File: src/hw/rtl/fpts_pkg.sv
// Shared types, constants and helper functions for the flyback pulse timing block.
package fpts_pkg;

   // Port widths
   localparam int REQ_DATA_W  = 64;
   localparam int RSP_DATA_W  = 24;
   localparam int CSR_INDEX_W = 3;
   localparam int CSR_DATA_W  = 32;

   // Field widths
   localparam int SUPPLY_W = 16;
   localparam int VOUT_W   = 10;
   localparam int TIME_W   = 32;
   localparam int IND_W    = 32;
   localparam int FAULT_W  = 3;
   localparam int ON_CY_W  = 5;
   localparam int OFF_CY_W = 7;

   // Configuration register indexes
   localparam logic [CSR_INDEX_W-1:0] CSR_VIN_MIN     = 3'd0;
   localparam logic [CSR_INDEX_W-1:0] CSR_VIN_MAX     = 3'd1;
   localparam logic [CSR_INDEX_W-1:0] CSR_REDUCED     = 3'd2;
   localparam logic [CSR_INDEX_W-1:0] CSR_INDUCTANCE  = 3'd3;
   localparam logic [CSR_INDEX_W-1:0] CSR_TARGET      = 3'd4;
   localparam logic [CSR_INDEX_W-1:0] CSR_DEADLINE    = 3'd5;

   // Configuration reset values
   localparam logic [SUPPLY_W-1:0] VIN_MIN_RESET    = 16'd4000;
   localparam logic [SUPPLY_W-1:0] VIN_MAX_RESET    = 16'd12000;
   localparam logic [SUPPLY_W-1:0] REDUCED_RESET    = 16'd5500;
   localparam logic [IND_W-1:0]    INDUCTANCE_RESET = 32'd10000000;
   localparam logic [VOUT_W-1:0]   TARGET_RESET     = 10'd475;
   localparam logic [TIME_W-1:0]   DEADLINE_RESET   = 32'hFFFF_FFFF;

   // Fault bit positions
   localparam int FAULT_LOW     = 0;
   localparam int FAULT_HIGH    = 1;
   localparam int FAULT_TIMEOUT = 2;

   // Timing constants in nanoseconds or picohenries, with a supply offset in millivolts, a scale and cycle limits
   localparam int SUPPLY_OFFSET_MV = 500;
   localparam int REDUCED_IND_PH   = 3000000;
   localparam int ON_OFFSET_NS     = 42;
   localparam int CYCLE_NS         = 104;
   localparam int OFF_SCALE        = 50;
   localparam int OFF_BASE_NS      = 1000;
   localparam int OFF_OFFSET_NS    = 250;
   localparam int OFF_MAX_CY       = 120;
   localparam int ON_MAX_CY        = 29;

   // A burst fires when the on count lies in 1..29, which is this on_ns window.
   localparam int ON_NS_MIN   = ON_OFFSET_NS + CYCLE_NS;
   localparam int ON_NS_LIMIT = ON_OFFSET_NS + (ON_MAX_CY + 1) * CYCLE_NS;

   // The off time is always at least 1000 ns, so the short-off case never applies.
   // Off cycles are (q * 50 + 750) / 104; any quotient above this one clamps to 120.
   localparam int OFF_BIAS_NS   = OFF_BASE_NS - OFF_OFFSET_NS;
   localparam int OFF_CLAMP_QUO =
      ((OFF_MAX_CY + 1) * CYCLE_NS - OFF_BIAS_NS - 1) / OFF_SCALE;

   // Division by 104 through a reciprocal, exact for 14 bit operands.
   localparam int RECIP_SHIFT = 21;
   localparam int RECIP_104   = (1 << RECIP_SHIFT) / CYCLE_NS + 1;
   localparam int SMALL_W     = 14;
   localparam int PROD_W      = 29;

   // Serial divider size
   localparam int DIV_STEPS = 32;
   localparam int DIV_CNT_W = $clog2(DIV_STEPS);
   localparam int DIVISOR_W = 16;

   // Result status codes
   typedef enum logic [1:0] {
      STATUS_PROGRESS = 2'd0,
      STATUS_DONE     = 2'd1,
      STATUS_FAIL     = 2'd2
   } status_type;

   // Commands from the controller to the datapath.
   typedef struct packed {
      logic capture;
      logic start_div1;
      logic save_on;
      logic start_div2;
      logic save_off;
      logic load_out;
   } dp_cmd_type;

   // Status from the datapath to the controller.
   typedef struct packed {
      logic skip;
      logic div_busy;
      logic div_done;
      logic out_free;
   } dp_stat_type;

   // Floor of x / 104 kept to 7 bits; exact for any 14 bit x below 13312, where the result fits.
   function automatic logic [OFF_CY_W-1:0] div104(input logic [SMALL_W-1:0] x);
      logic [PROD_W-1:0] p;
      p = PROD_W'(x) * PROD_W'(RECIP_104);
      return p[RECIP_SHIFT+OFF_CY_W-1:RECIP_SHIFT];
   endfunction

endpackage

File: src/hw/rtl/fpts_div.sv
// Restoring serial divider: 32 bit dividend, 16 bit divisor, one quotient bit a cycle.
module fpts_div (
   input  logic                            clock,
   input  logic                            reset,
   input  logic                            start,
   input  logic [fpts_pkg::DIV_STEPS-1:0]  dividend,
   input  logic [fpts_pkg::DIVISOR_W-1:0]  divisor,
   output logic                            busy,
   output logic                            done,
   output logic [fpts_pkg::DIV_STEPS-1:0]  quotient
);
   import fpts_pkg::*;

   logic                  busy_ff, busy_in;
   logic                  done_ff, done_in;
   logic [DIV_CNT_W-1:0]  count_ff, count_in;
   logic [DIVISOR_W-1:0]  rem_ff, rem_in;
   logic [DIV_STEPS-1:0]  quo_ff, quo_in;
   logic [DIVISOR_W-1:0]  dsr_ff, dsr_in;
   logic [DIVISOR_W:0]    rem_shift;
   logic [DIVISOR_W:0]    rem_diff;
   logic                  fits;

   // One trial subtraction per cycle.
   always_comb begin
      rem_shift = {rem_ff, quo_ff[DIV_STEPS-1]};
      rem_diff  = rem_shift - {1'b0, dsr_ff};
      fits      = rem_shift >= {1'b0, dsr_ff};
   end

   // Next-state logic for the iteration.
   always_comb begin
      busy_in  = busy_ff;
      done_in  = 1'b0;
      count_in = count_ff;
      rem_in   = rem_ff;
      quo_in   = quo_ff;
      dsr_in   = dsr_ff;
      if (start) begin
         busy_in  = 1'b1;
         count_in = '0;
         rem_in   = '0;
         quo_in   = dividend;
         dsr_in   = divisor;
      end else if (busy_ff) begin
         quo_in   = {quo_ff[DIV_STEPS-2:0], fits};
         rem_in   = fits ? rem_diff[DIVISOR_W-1:0] : rem_shift[DIVISOR_W-1:0];
         count_in = count_ff + 1'b1;
         if (count_ff == DIV_CNT_W'(DIV_STEPS - 1)) begin
            busy_in = 1'b0;
            done_in = 1'b1;
         end
      end
   end

   always_ff @(posedge clock) begin
      if (reset) begin
         busy_ff  <= 1'b0;
         done_ff  <= 1'b0;
         count_ff <= '0;
      end else begin
         busy_ff  <= busy_in;
         done_ff  <= done_in;
         count_ff <= count_in;
      end
      rem_ff <= rem_in;
      quo_ff <= quo_in;
      dsr_ff <= dsr_in;
   end

   assign busy     = busy_ff;
   assign done     = done_ff;
   assign quotient = quo_ff;

endmodule

File: src/hw/rtl/fpts_datapath.sv
// Datapath: configuration registers, sticky faults, timing arithmetic and the output register.
module fpts_datapath (
   input  logic                              clock,
   input  logic                              reset,
   input  logic                              csr_we,
   input  logic [fpts_pkg::CSR_INDEX_W-1:0]  csr_index,
   input  logic [fpts_pkg::CSR_DATA_W-1:0]   csr_wdata,
   input  logic [fpts_pkg::REQ_DATA_W-1:0]   req_tdata,
   input  fpts_pkg::dp_cmd_type              cmd,
   output fpts_pkg::dp_stat_type             stat,
   output logic                              rsp_tvalid,
   input  logic                              rsp_tready,
   output logic [fpts_pkg::RSP_DATA_W-1:0]   rsp_tdata
);
   import fpts_pkg::*;

   // Configuration registers
   logic [SUPPLY_W-1:0] vin_min_ff, vin_max_ff, reduced_ff;
   logic [IND_W-1:0]    ind_ff;
   logic [VOUT_W-1:0]   target_ff;
   logic [TIME_W-1:0]   deadline_ff;

   // Sample and working registers
   logic [FAULT_W-1:0]  faults_ff, faults_in;
   logic [SUPPLY_W-1:0] supply_ff;
   logic [VOUT_W-1:0]   vout_ff;
   logic [DIV_STEPS-1:0] on_ns_ff;
   logic                off_clamp_ff;
   logic [SMALL_W-1:0]  off_x_ff;

   // Output register
   logic                  rsp_valid_ff, rsp_valid_in;
   logic [RSP_DATA_W-1:0] rsp_data_ff, rsp_data_in;

   logic [SUPPLY_W-1:0] req_supply;
   logic [VOUT_W-1:0]   req_vout;
   logic [TIME_W-1:0]   req_time;

   logic [IND_W-1:0]     ind_eff;
   logic                 div_start;
   logic [DIV_STEPS-1:0] div_dividend;
   logic [DIVISOR_W-1:0] div_divisor;
   logic                 div_busy, div_done;
   logic [DIV_STEPS-1:0] div_quotient;

   logic                 failure, fire;
   logic [SMALL_W-1:0]   on_d;
   logic [OFF_CY_W-1:0]  on_full, off_full;
   logic [ON_CY_W-1:0]   on_cy;
   logic [OFF_CY_W-1:0]  off_cy;
   status_type           status;

   // Unpack the request word.
   assign req_supply = req_tdata[SUPPLY_W-1:0];
   assign req_vout   = req_tdata[SUPPLY_W+VOUT_W-1:SUPPLY_W];
   assign req_time   = req_tdata[SUPPLY_W+VOUT_W+TIME_W-1:SUPPLY_W+VOUT_W];

   // Configuration writes; indexes past the list are ignored.
   always_ff @(posedge clock) begin
      if (reset) begin
         vin_min_ff  <= VIN_MIN_RESET;
         vin_max_ff  <= VIN_MAX_RESET;
         reduced_ff  <= REDUCED_RESET;
         ind_ff      <= INDUCTANCE_RESET;
         target_ff   <= TARGET_RESET;
         deadline_ff <= DEADLINE_RESET;
      end else if (csr_we) begin
         case (csr_index)
            CSR_VIN_MIN:    vin_min_ff  <= csr_wdata[SUPPLY_W-1:0];
            CSR_VIN_MAX:    vin_max_ff  <= csr_wdata[SUPPLY_W-1:0];
            CSR_REDUCED:    reduced_ff  <= csr_wdata[SUPPLY_W-1:0];
            CSR_INDUCTANCE: ind_ff      <= csr_wdata[IND_W-1:0];
            CSR_TARGET:     target_ff   <= csr_wdata[VOUT_W-1:0];
            CSR_DEADLINE:   deadline_ff <= csr_wdata[TIME_W-1:0];
            default:        ;
         endcase
      end
   end

   // Sticky fault flags gather each new word's checks.
   always_comb begin
      faults_in = faults_ff;
      if (cmd.capture) begin
         faults_in[FAULT_LOW]     = faults_ff[FAULT_LOW] | (req_supply < vin_min_ff);
         faults_in[FAULT_HIGH]    = faults_ff[FAULT_HIGH] | (req_supply > vin_max_ff);
         faults_in[FAULT_TIMEOUT] = faults_ff[FAULT_TIMEOUT] | (req_time > deadline_ff);
      end
   end

   always_ff @(posedge clock) begin
      if (reset) begin
         faults_ff <= '0;
      end else begin
         faults_ff <= faults_in;
      end
   end

   // Reduced-current mode lowers the inductance term, saturating at zero.
   always_comb begin
      ind_eff = ind_ff;
      if (supply_ff < reduced_ff) begin
         ind_eff = (ind_ff > IND_W'(REDUCED_IND_PH)) ? ind_ff - IND_W'(REDUCED_IND_PH) : '0;
      end
   end

   // The divider first gives on_ns, then on_ns over (out_volts + 1).
   assign div_start    = cmd.start_div1 | cmd.start_div2;
   assign div_dividend = cmd.start_div1 ? ind_eff : on_ns_ff;
   assign div_divisor  = cmd.start_div1 ? (supply_ff - DIVISOR_W'(SUPPLY_OFFSET_MV))
                                        : DIVISOR_W'({1'b0, vout_ff} + 11'd1);

   fpts_div u_div (
      .clock    (clock),
      .reset    (reset),
      .start    (div_start),
      .dividend (div_dividend),
      .divisor  (div_divisor),
      .busy     (div_busy),
      .done     (div_done),
      .quotient (div_quotient)
   );

   // Sample capture and the two saved quotients. A skipped word keeps on_ns at zero.
   always_ff @(posedge clock) begin
      if (cmd.capture) begin
         supply_ff <= req_supply;
         vout_ff   <= req_vout;
         on_ns_ff  <= '0;
      end
      if (cmd.save_on) begin
         on_ns_ff <= div_quotient;
      end
      if (cmd.save_off) begin
         off_clamp_ff <= div_quotient > DIV_STEPS'(OFF_CLAMP_QUO);
         off_x_ff     <= SMALL_W'({6'b0, div_quotient[7:0]} * SMALL_W'(OFF_SCALE))
                         + SMALL_W'(OFF_BIAS_NS);
      end
   end

   // Result fields from the saved values.
   always_comb begin
      failure  = faults_ff != '0;
      fire     = !failure && (on_ns_ff >= DIV_STEPS'(ON_NS_MIN))
                 && (on_ns_ff < DIV_STEPS'(ON_NS_LIMIT));
      on_d     = on_ns_ff[SMALL_W-1:0] - SMALL_W'(ON_OFFSET_NS);
      on_full  = div104(on_d);
      off_full = off_clamp_ff ? OFF_CY_W'(OFF_MAX_CY) : div104(off_x_ff);
      on_cy    = fire ? on_full[ON_CY_W-1:0] : '0;
      off_cy   = fire ? off_full : '0;
      if (failure) begin
         status = STATUS_FAIL;
      end else if (vout_ff >= target_ff) begin
         status = STATUS_DONE;
      end else begin
         status = STATUS_PROGRESS;
      end
      rsp_data_in = RSP_DATA_W'({faults_ff, off_cy, on_cy, fire, status});
   end

   // Output register holds a word until the sink takes it.
   assign stat.out_free = !rsp_valid_ff || rsp_tready;
   assign rsp_valid_in  = cmd.load_out | (rsp_valid_ff & !rsp_tready);

   always_ff @(posedge clock) begin
      if (reset) begin
         rsp_valid_ff <= 1'b0;
      end else begin
         rsp_valid_ff <= rsp_valid_in;
      end
      if (cmd.load_out) begin
         rsp_data_ff <= rsp_data_in;
      end
   end

   // Status toward the controller.
   assign stat.skip     = (faults_ff != '0) || (supply_ff <= SUPPLY_W'(SUPPLY_OFFSET_MV));
   assign stat.div_busy = div_busy;
   assign stat.div_done = div_done;

   assign rsp_tvalid = rsp_valid_ff;
   assign rsp_tdata  = rsp_data_ff;

endmodule

File: src/hw/rtl/fpts_ctrl.sv
// Controller: sequences capture, the two divider passes and the result load.
module fpts_ctrl (
   input  logic                   clock,
   input  logic                   reset,
   input  logic                   req_tvalid,
   output logic                   req_tready,
   input  fpts_pkg::dp_stat_type  stat,
   output fpts_pkg::dp_cmd_type   cmd
);
   import fpts_pkg::*;

   typedef enum logic [5:0] {
      ST_IDLE   = 6'b000001,
      ST_EVAL   = 6'b000010,
      ST_DIV1   = 6'b000100,
      ST_MID    = 6'b001000,
      ST_DIV2   = 6'b010000,
      ST_RESULT = 6'b100000
   } state_type;

   state_type state_ff, state_in;

   // Next state and commands.
   always_comb begin
      state_in = state_ff;
      cmd      = '0;
      case (state_ff)
         ST_IDLE: begin
            if (req_tvalid) begin
               cmd.capture = 1'b1;
               state_in    = ST_EVAL;
            end
         end
         ST_EVAL: begin
            // Faults or a supply too low for timing go straight to the result.
            if (stat.skip) begin
               state_in = ST_RESULT;
            end else begin
               cmd.start_div1 = 1'b1;
               state_in       = ST_DIV1;
            end
         end
         ST_DIV1: begin
            if (stat.div_done) begin
               cmd.save_on = 1'b1;
               state_in    = ST_MID;
            end
         end
         ST_MID: begin
            cmd.start_div2 = 1'b1;
            state_in       = ST_DIV2;
         end
         ST_DIV2: begin
            if (stat.div_done) begin
               cmd.save_off = 1'b1;
               state_in     = ST_RESULT;
            end
         end
         ST_RESULT: begin
            if (stat.out_free) begin
               cmd.load_out = 1'b1;
               state_in     = ST_IDLE;
            end
         end
         default: begin
            state_in = ST_IDLE;
         end
      endcase
   end

   always_ff @(posedge clock) begin
      if (reset) begin
         state_ff <= ST_IDLE;
      end else begin
         state_ff <= state_in;
      end
   end

   assign req_tready = state_ff == ST_IDLE;

endmodule

File: src/hw/rtl/flyback_pulse_timing_step_top.sv
// Top level of the flyback pulse timing block: controller, datapath and checks.
// A word with a fault or a supply at or below 500 mV passes from acceptance through the
// evaluation state to the result; any other word first makes two 32-step passes
// through the shared serial divider. A new word is taken only once the last result is
// in the output register. Reset is synchronous and active high: it restores the
// configuration defaults, clears the sticky faults and empties the output register.
module flyback_pulse_timing_step_top (
   input  logic                              clock,
   input  logic                              reset,
   input  logic                              csr_we,
   input  logic [fpts_pkg::CSR_INDEX_W-1:0]  csr_index,
   input  logic [fpts_pkg::CSR_DATA_W-1:0]   csr_wdata,
   input  logic                              req_tvalid,
   output logic                              req_tready,
   // req_tdata from bit 0: supply_mv[15:0], out_volts[25:16], now_time[57:26], zero pad
   input  logic [fpts_pkg::REQ_DATA_W-1:0]   req_tdata,
   output logic                              rsp_tvalid,
   input  logic                              rsp_tready,
   // rsp_tdata from bit 0: status[1:0], fire_burst[2], on_cycles[7:3], off_cycles[14:8],
   // fault_bits[17:15], zero pad
   output logic [fpts_pkg::RSP_DATA_W-1:0]   rsp_tdata
);
   import fpts_pkg::*;

   dp_cmd_type  cmd;
   dp_stat_type stat;

   fpts_ctrl u_ctrl (
      .clock      (clock),
      .reset      (reset),
      .req_tvalid (req_tvalid),
      .req_tready (req_tready),
      .stat       (stat),
      .cmd        (cmd)
   );

   fpts_datapath u_datapath (
      .clock      (clock),
      .reset      (reset),
      .csr_we     (csr_we),
      .csr_index  (csr_index),
      .csr_wdata  (csr_wdata),
      .req_tdata  (req_tdata),
      .cmd        (cmd),
      .stat       (stat),
      .rsp_tvalid (rsp_tvalid),
      .rsp_tready (rsp_tready),
      .rsp_tdata  (rsp_tdata)
   );

   // Only one word is in work: after an accept the input side closes.
   assert property (@(posedge clock) disable iff (reset)
      (req_tvalid && req_tready) |=> !req_tready)
      else $error("input accepted while a word is in work");

   // The result is loaded only when the output register can take it.
   assert property (@(posedge clock) disable iff (reset)
      cmd.load_out |-> stat.out_free)
      else $error("result loaded over a pending word");

   // The divider is never restarted in the middle of a pass.
   assert property (@(posedge clock) disable iff (reset)
      (cmd.start_div1 || cmd.start_div2) |-> !stat.div_busy)
      else $error("divider started while busy");

   // Any fault bit means failure with no burst.
   assert property (@(posedge clock) disable iff (reset)
      (rsp_tvalid && (rsp_tdata[17:15] != 3'd0)) |->
         (rsp_tdata[1:0] == STATUS_FAIL) && !rsp_tdata[2])
      else $error("fault reported without failure status");

endmodule

File: config.mk
export PLATFORM = sky130hd
export DESIGN_NAME = flyback_pulse_timing_step_top
export DESIGN_NICKNAME = d
export VERILOG_FILES = /design/src/hw/rtl/fpts_pkg.sv /design/src/hw/rtl/fpts_div.sv /design/src/hw/rtl/fpts_datapath.sv /design/src/hw/rtl/fpts_ctrl.sv /design/src/hw/rtl/flyback_pulse_timing_step_top.sv
export SDC_FILE = /design/constraint.sdc
export NUM_CORES = 1
export LEC_CHECK = 0
export ABC_AREA = 1
export BUFFER_PORTS_ARGS = -buffer_cell sky130_fd_sc_hd__buf_4
export CORE_MARGIN = 8
export CORE_UTILIZATION = 50
export DETAILED_ROUTE_END_ITERATION = 12
export GPL_TIMING_DRIVEN = 1
export HOLD_SLACK_MARGIN = 0.03
export PLACE_DENSITY_LB_ADDON = 0.12
export SYNTH_ARGS = -nofsm -noshare
export SYNTH_HDL_FRONTEND = slang
export SYNTH_HIERARCHICAL = 1
export SYNTH_SLANG_ARGS = --single-unit
File: constraint.sdc
create_clock -name clock -period 7.9 [get_ports clock]
set_clock_uncertainty 0.1 [all_clocks]
set_input_delay 1.58 -clock clock [delete_from_list [all_inputs] [get_ports clock]]
set_output_delay 1.58 -clock clock [all_outputs]
set_load 0.1 [all_outputs]
==> results of run 1 <==
-- power by group --
part | internal, mW | switching (mW)
Combinational | 2.23 | 3.68
Sequential | 1.71 | 0.0757
Clock | 0.949 | 0.663
Total | 4.88 | 4.42
-- stage by stage --
stage	util	setup WS [ns]	instances	cell area (um^2)	total power [mW]
after floorplan	-	1.93	3145	24700	6.37
after global placement	0.537	1.14	3872	26200	7.65
after detailed placement	0.537	1.04	3872	26200	7.70
after CTS	0.560	1.02	3936	27400	9.42
after global routing	0.560	0.552	3936	27400	10.4
final	0.560	1.09	3936	27400	9.30
-- per-layer routing --
| metal | GRT usage | part of all wire | routed length, um | vias up |
|---|---|---|---|---|
| met5 | 0 | 0 | 0 | - |
| met4 | 0.0601 | 0.025 | 1520 | 0 |
| met3 | 0.0333 | 0.049 | 2940 | 94 |
| met2 | 0.378 | 0.48 | 28900 | 437 |
| met1 | 0.265 | 0.45 | 26800 | 9450 |
| li1 | - | - | - | 10300 |
-- how the worst max path moves through the flow --
stage | slack, ns | end | startpoint | cells after the start
after floorplan | 1.93 | u_datapath/rsp_tdata[6] | u_datapath/on_ns_ff[1] | 23
after global placement | 1.14 | u_datapath/rsp_tdata[5] | u_datapath/on_ns_ff[1] | 26
after detailed placement | 1.04 | u_datapath/rsp_tdata[5] | u_datapath/on_ns_ff[1] | 26
after CTS | 1.02 | u_datapath/rsp_tdata[5] | u_datapath/on_ns_ff[1] | 26
after global routing | 0.55 | u_datapath/rsp_tdata[5] | u_datapath/on_ns_ff[1] | 26
final | 1.09 | u_datapath/rsp_tdata[5] | u_datapath/on_ns_ff[1] | 26
-- final cells by class --
type                       instances  area [um^2]  share of cell area
multi-input combinational       2174        14900               0.543
sequential                       293         7250               0.265
inverter                         608         2280              0.0835
timing repair buffer             133          998              0.0365
clock buffer                      50          995              0.0364
tap                              664          831              0.0304
clock inverter                    14          135             0.00494
-- worst max-delay path: cells and delay by family, from the launching register on --
kind | cells | cell delay [ns]
simple gates | 12 | 1.36
xor+xnor | 1 | 0.60
fa+ha+maj | 8 | 3.44
buf+inv | 5 | 0.47
flops | 1 | 0.56
-- sequential cells by signal (all words and copies together), names as in the netlist, 3 cells and up --
register / count
u_datapath/u_div/quotient: 32
u_datapath/u_div/count_ff: 5
u_datapath/supply_ff: 16
u_datapath/rsp_tdata: 18
u_datapath/u_div/dsr_ff: 16
u_datapath/target_ff: 10
u_datapath/on_ns_ff: 32
u_datapath/vout_ff: 10
u_datapath/off_x_ff: 13
u_datapath/vin_min_ff: 16
u_datapath/vin_max_ff: 16
u_datapath/faults_ff: 3
u_datapath/reduced_ff: 16
u_datapath/ind_ff: 32
u_datapath/u_div/rem_ff: 16
u_ctrl/state_ff: 6
u_datapath/deadline_ff: 32
==> run metrics, run 1 <==
outcome complete, no violations; data arrival time of the worst path 7.00 ns; Crit-path slowest cell xor2_1; DIE HEIGHT between 200 and 250 um; commonest non-fill, non-tap cell in the layout nand2_1; gate count after technology mapping 3,140; core area 48,800 um^2; worst slew pin tran 1.19 ns; CTS Hold Bufs 0; Die X 238 um; Starting Density 0.506; Initial DRT Pass Iterations 5; Final Max Slew Viols 0; vias in the first global route 20,700; share of cells above drive strength 1 0.0825; most used cell, CP nand2_1; Hold Startpoint u_datapath/faults_ff[1]; grt total ovfl 0; CTS Buffer Depth 3; Pwr Density 340 nW/um^2; HP Class reg -> reg; fin nets 3,816; setup TNS 0 ns; crit path max fanout 7; DRC viols 0; Max Fclk 0.147 GHz; largest net degree at the start of global routing 98; Worst R2R Setup Slack 1.09 ns; crit end category flip-flop; drt total wl 60,200 um; final hold viol count 0; most frequent cells in the layout nand2_1, inv_1, ha_1, nor2_1, a21oi_1; HPWL Detailed 47,400 um; WL/cell 15.3 um; GRT Util Overall 0.213; CTS root buffer clkbuf_16; ANT nets after route 0; DIE AREA 56,800 um^2; Antenna diodes 0; Clock Sink Count slightly below 300; CTS tree yes; Clk Latency, worst-skew pair between 0.5 and 0.6 ns; CP peak stage delay 0.60 ns; area delta synth->final 10.6%; Avg Vias per Cell 5.16; Routability Congestion 0.901; number of synthesis warnings 6; I/O pins 130; max_cap viols 0; Gates resized, CTS repair 0; element type at the critical path start flip-flop; WS Path Type reg -> reg; clock slew seen by the registers of the worst setup and hold paths about 0.060 ns; synthesized area approximately 25,000 um^2; minimum clock period 6.81 ns; Rows between 80 and 90; Post-CTS Setup Inserts 0; Leak 14.2 nW; Fin Hold WS 0.343 ns; first-pass GRT wire length approximately 100,000 um; CTS H-tree lvls 2; PortBufs 117; post-synthesis area per instance approximately 7.9 um^2; reg2reg path depth 26; hold-critical path endpoint u_datapath/rsp_tdata[16]; filler instances 4,601; final worst path period share 0.862; RSZ-0062 raised after global routing false; maximum vdd ir drop about 420 uV; initial antenna violation count 0; TritonCTS Buffers 36; endpoints failing setup 0; Slew HR 0.206; hold path depth 0; Iter 0 DRT Violations 1,107; Vias 20,300; reg2reg end u_datapath/rsp_tdata[5]; Req. time, crit path 8.09 ns; FF-to-FF Start u_datapath/on_ns_ff[1]
Power figures use the tool's default switching activity.
==> run 2, diff against run 1 <==
- CELL_PAD_IN_SITES_DETAIL_PLACEMENT: unset -> 2
- CELL_PAD_IN_SITES_GLOBAL_PLACEMENT: unset -> 2
- CORE_ASPECT_RATIO: unset -> 1.2
- CORE_MARGIN: 8 -> 4
- CORE_UTILIZATION: 50 -> 38
==> run 2 against run 1 <==
Net effect: first-iteration DRC count down 47%; wire length grew 34%; clock power grew 14%; cell count up 4.4%; critical path type unchanged.
==> run metrics, run 2 (synthesis results as in run 1) <==
HP Class reg -> reg; Initial DRT Pass Iterations 5 (unchanged); final worst path period share 0.874 (+0.0122); crit path buf inv count 6 (+1); DRC viols 0 (unchanged); Starting Density 0.384 (-0.123); Iter 0 DRT Violations 589 (-47%); Gates resized, CTS repair 0 (unchanged); commonest non-fill, non-tap cell in the layout nand2_1; P_int 5.10 mW (+4.3%); CP peak stage delay 0.58 ns (-0.02 ns); minimum clock period 6.91 ns (+0.0962 ns); Clock Power Share 0.183 (+0.010); Fin Hold WS 0.332 ns (-0.0114 ns); maximum vdd ir drop 541 uV (+29%); GRT Util Overall 0.234 (+0.0210); WL/cell 19.6 um (+28%); worst slew pin tran 1.06 ns (-0.132 ns); Pwr Total 10.0 mW (+7.4%); Routability Congestion 0.854 (-5.2%); Net Sw Frac 0.490 (+0.0152); final hold viol count 0 (unchanged); largest net degree at the start of global routing 88 (-10%); Rows 102 (+26%); sequential power share 0.179 (-0.013); Post-CTS Setup Inserts 0 (unchanged); DIE AREA 69,200 um^2 (+22%); clock slew seen by the registers of the worst setup and hold paths 0.07 ns (about the same); Clk Latency, worst-skew pair 0.58 ns (+0.04 ns); TritonCTS Buffers 38 (+5.6%); crit path max fanout 7 (unchanged); ANT nets after route 0 (unchanged); element type at the critical path start flip-flop; endpoints failing setup 0 (unchanged); Final WS setup 0.992 ns (-0.0962 ns); Antenna diodes 0 (unchanged); Clock Sink Count 293 (unchanged); largest delay contributor family on the critical path adder cells; WS Path Type reg -> reg; post-layout util 0.431 (-0.129); area delta synth->final 12.3%; Die X 241 um (+1.0%); Logic pwr share 0.638 (+0.003); CTS H-tree lvls 2 (unchanged); fin nets 3,819 (+0.079%); setup TNS 0 ns (unchanged); Vias 21,300 (+4.7%); CTS Buffer Depth 3 (unchanged); Cell Count, Final, Fillers Out 4,108 (+4.4%); fin area 27,800 um^2 (+1.5%); RSZ-0062 raised after global routing false; Avg Vias per Cell 5.18 (+0.28%); Req. time, crit path 8.11 ns (+0.02 ns); Slew HR 0.289 (+0.0838); DIE HEIGHT 287 um (+21%); Pwr Density 360 nW/um^2 (+5.9%); drt total wl 80,500 um (+34%); outcome complete, no violations; PortBufs 117 (unchanged); most frequent cells in the layout nand2_1, inv_1, ha_1, nor2_1, a21oi_1; Final Max Slew Viols 0 (unchanged); crit end category flip-flop; data arrival time of the worst path 7.12 ns (+0.12 ns); Max Fclk 0.145 GHz (-1.4%); initial antenna violation count 0 (unchanged); most used cell, CP nand2_1; CTS root buffer clkbuf_16; CTS Hold Bufs 0 (unchanged); HPWL Detailed 64,400 um (+36%); I/O pins 130 (unchanged); vias in the first global route 24,600 (+19%); Crit-path slowest cell edfxtp_1; grt total ovfl 0 (unchanged); sw power 4.90 mW (+11%); core area 64,400 um^2 (+32%); Leak 14.2 nW (+0.61%); share of cells above drive strength 1 0.0855 (+0.00295); post-placement setup slack 0.971 ns (-0.0719 ns); dpl cells 4,041 (+4.4%); Placed Area 26,400 um^2 (+0.84%); CTS tree yes; first-pass GRT wire length 129,000 um (+29%); max_cap viols 0 (unchanged)
run 2: final timing paths:
| path | slack [ns] | to | start | cells past startpoint |
|---|---|---|---|---|
| worst max-delay path | 0.99 | u_datapath/rsp_tdata[5] | u_datapath/on_ns_ff[1] | 27 |
| worst min-delay path | 0.33 | u_datapath/rsp_tdata[16] | u_datapath/faults_ff[1] | 0 |
| worst max register to register | 0.99 | u_datapath/rsp_tdata[5] | u_datapath/on_ns_ff[1] | 27 |
| worst min register to register | 0.33 | u_datapath/rsp_tdata[16] | u_datapath/faults_ff[1] | 0 |
run 2: per-layer routing:
| metal | up-vias | wire [um] | global-route usage |
|---|---|---|---|
| met5 | - | 0 | 0 |
| met4 | 0 | 2600 | 0.0712 |
| met3 | 124 | 2080 | 0.0247 |
| met2 | 269 | 43400 | 0.459 |
| met1 | 10600 | 32400 | 0.262 |
| li1 | 10300 | - | - |
run 2: cell type report:
class                      instances  area, um^2
fill                            7346       36700
timing repair buffer             134        1010
inverter                         608        2280
clock buffer                      50        1100
sequential                       293        7250
tap                              832        1040
multi-input combinational       2174       14900
clock inverter                    17         218
run 2: power groups by stage:
| stage | combinational [mW] | clock [mW] | sequential, mW |
|---|---|---|---|
| 6_report | 6.38 | 1.83 | 1.79 |
| 5_1_grt | 7.48 | 1.94 | 1.80 |
| 4_1_cts | 6.53 | 1.88 | 1.79 |
| 3_5_place_dp | 6.42 | 0 | 1.82 |
| 3_3_place_gp | 6.04 | 0 | 1.81 |
| 2_1_floorplan | 4.58 | 0 | 1.79 |
run 2: worst register-to-register path: cells and delay by family (launching register included):
| kind | cells | cell delay, ns |
|---|---|---|
| adders and majority gates | 8 | 3.38 |
| and+or+nand+nor | 12 | 1.58 |
| buffers and inverters | 6 | 0.72 |
| DFF | 1 | 0.58 |
| xor gates and xnor gates | 1 | 0.29 |
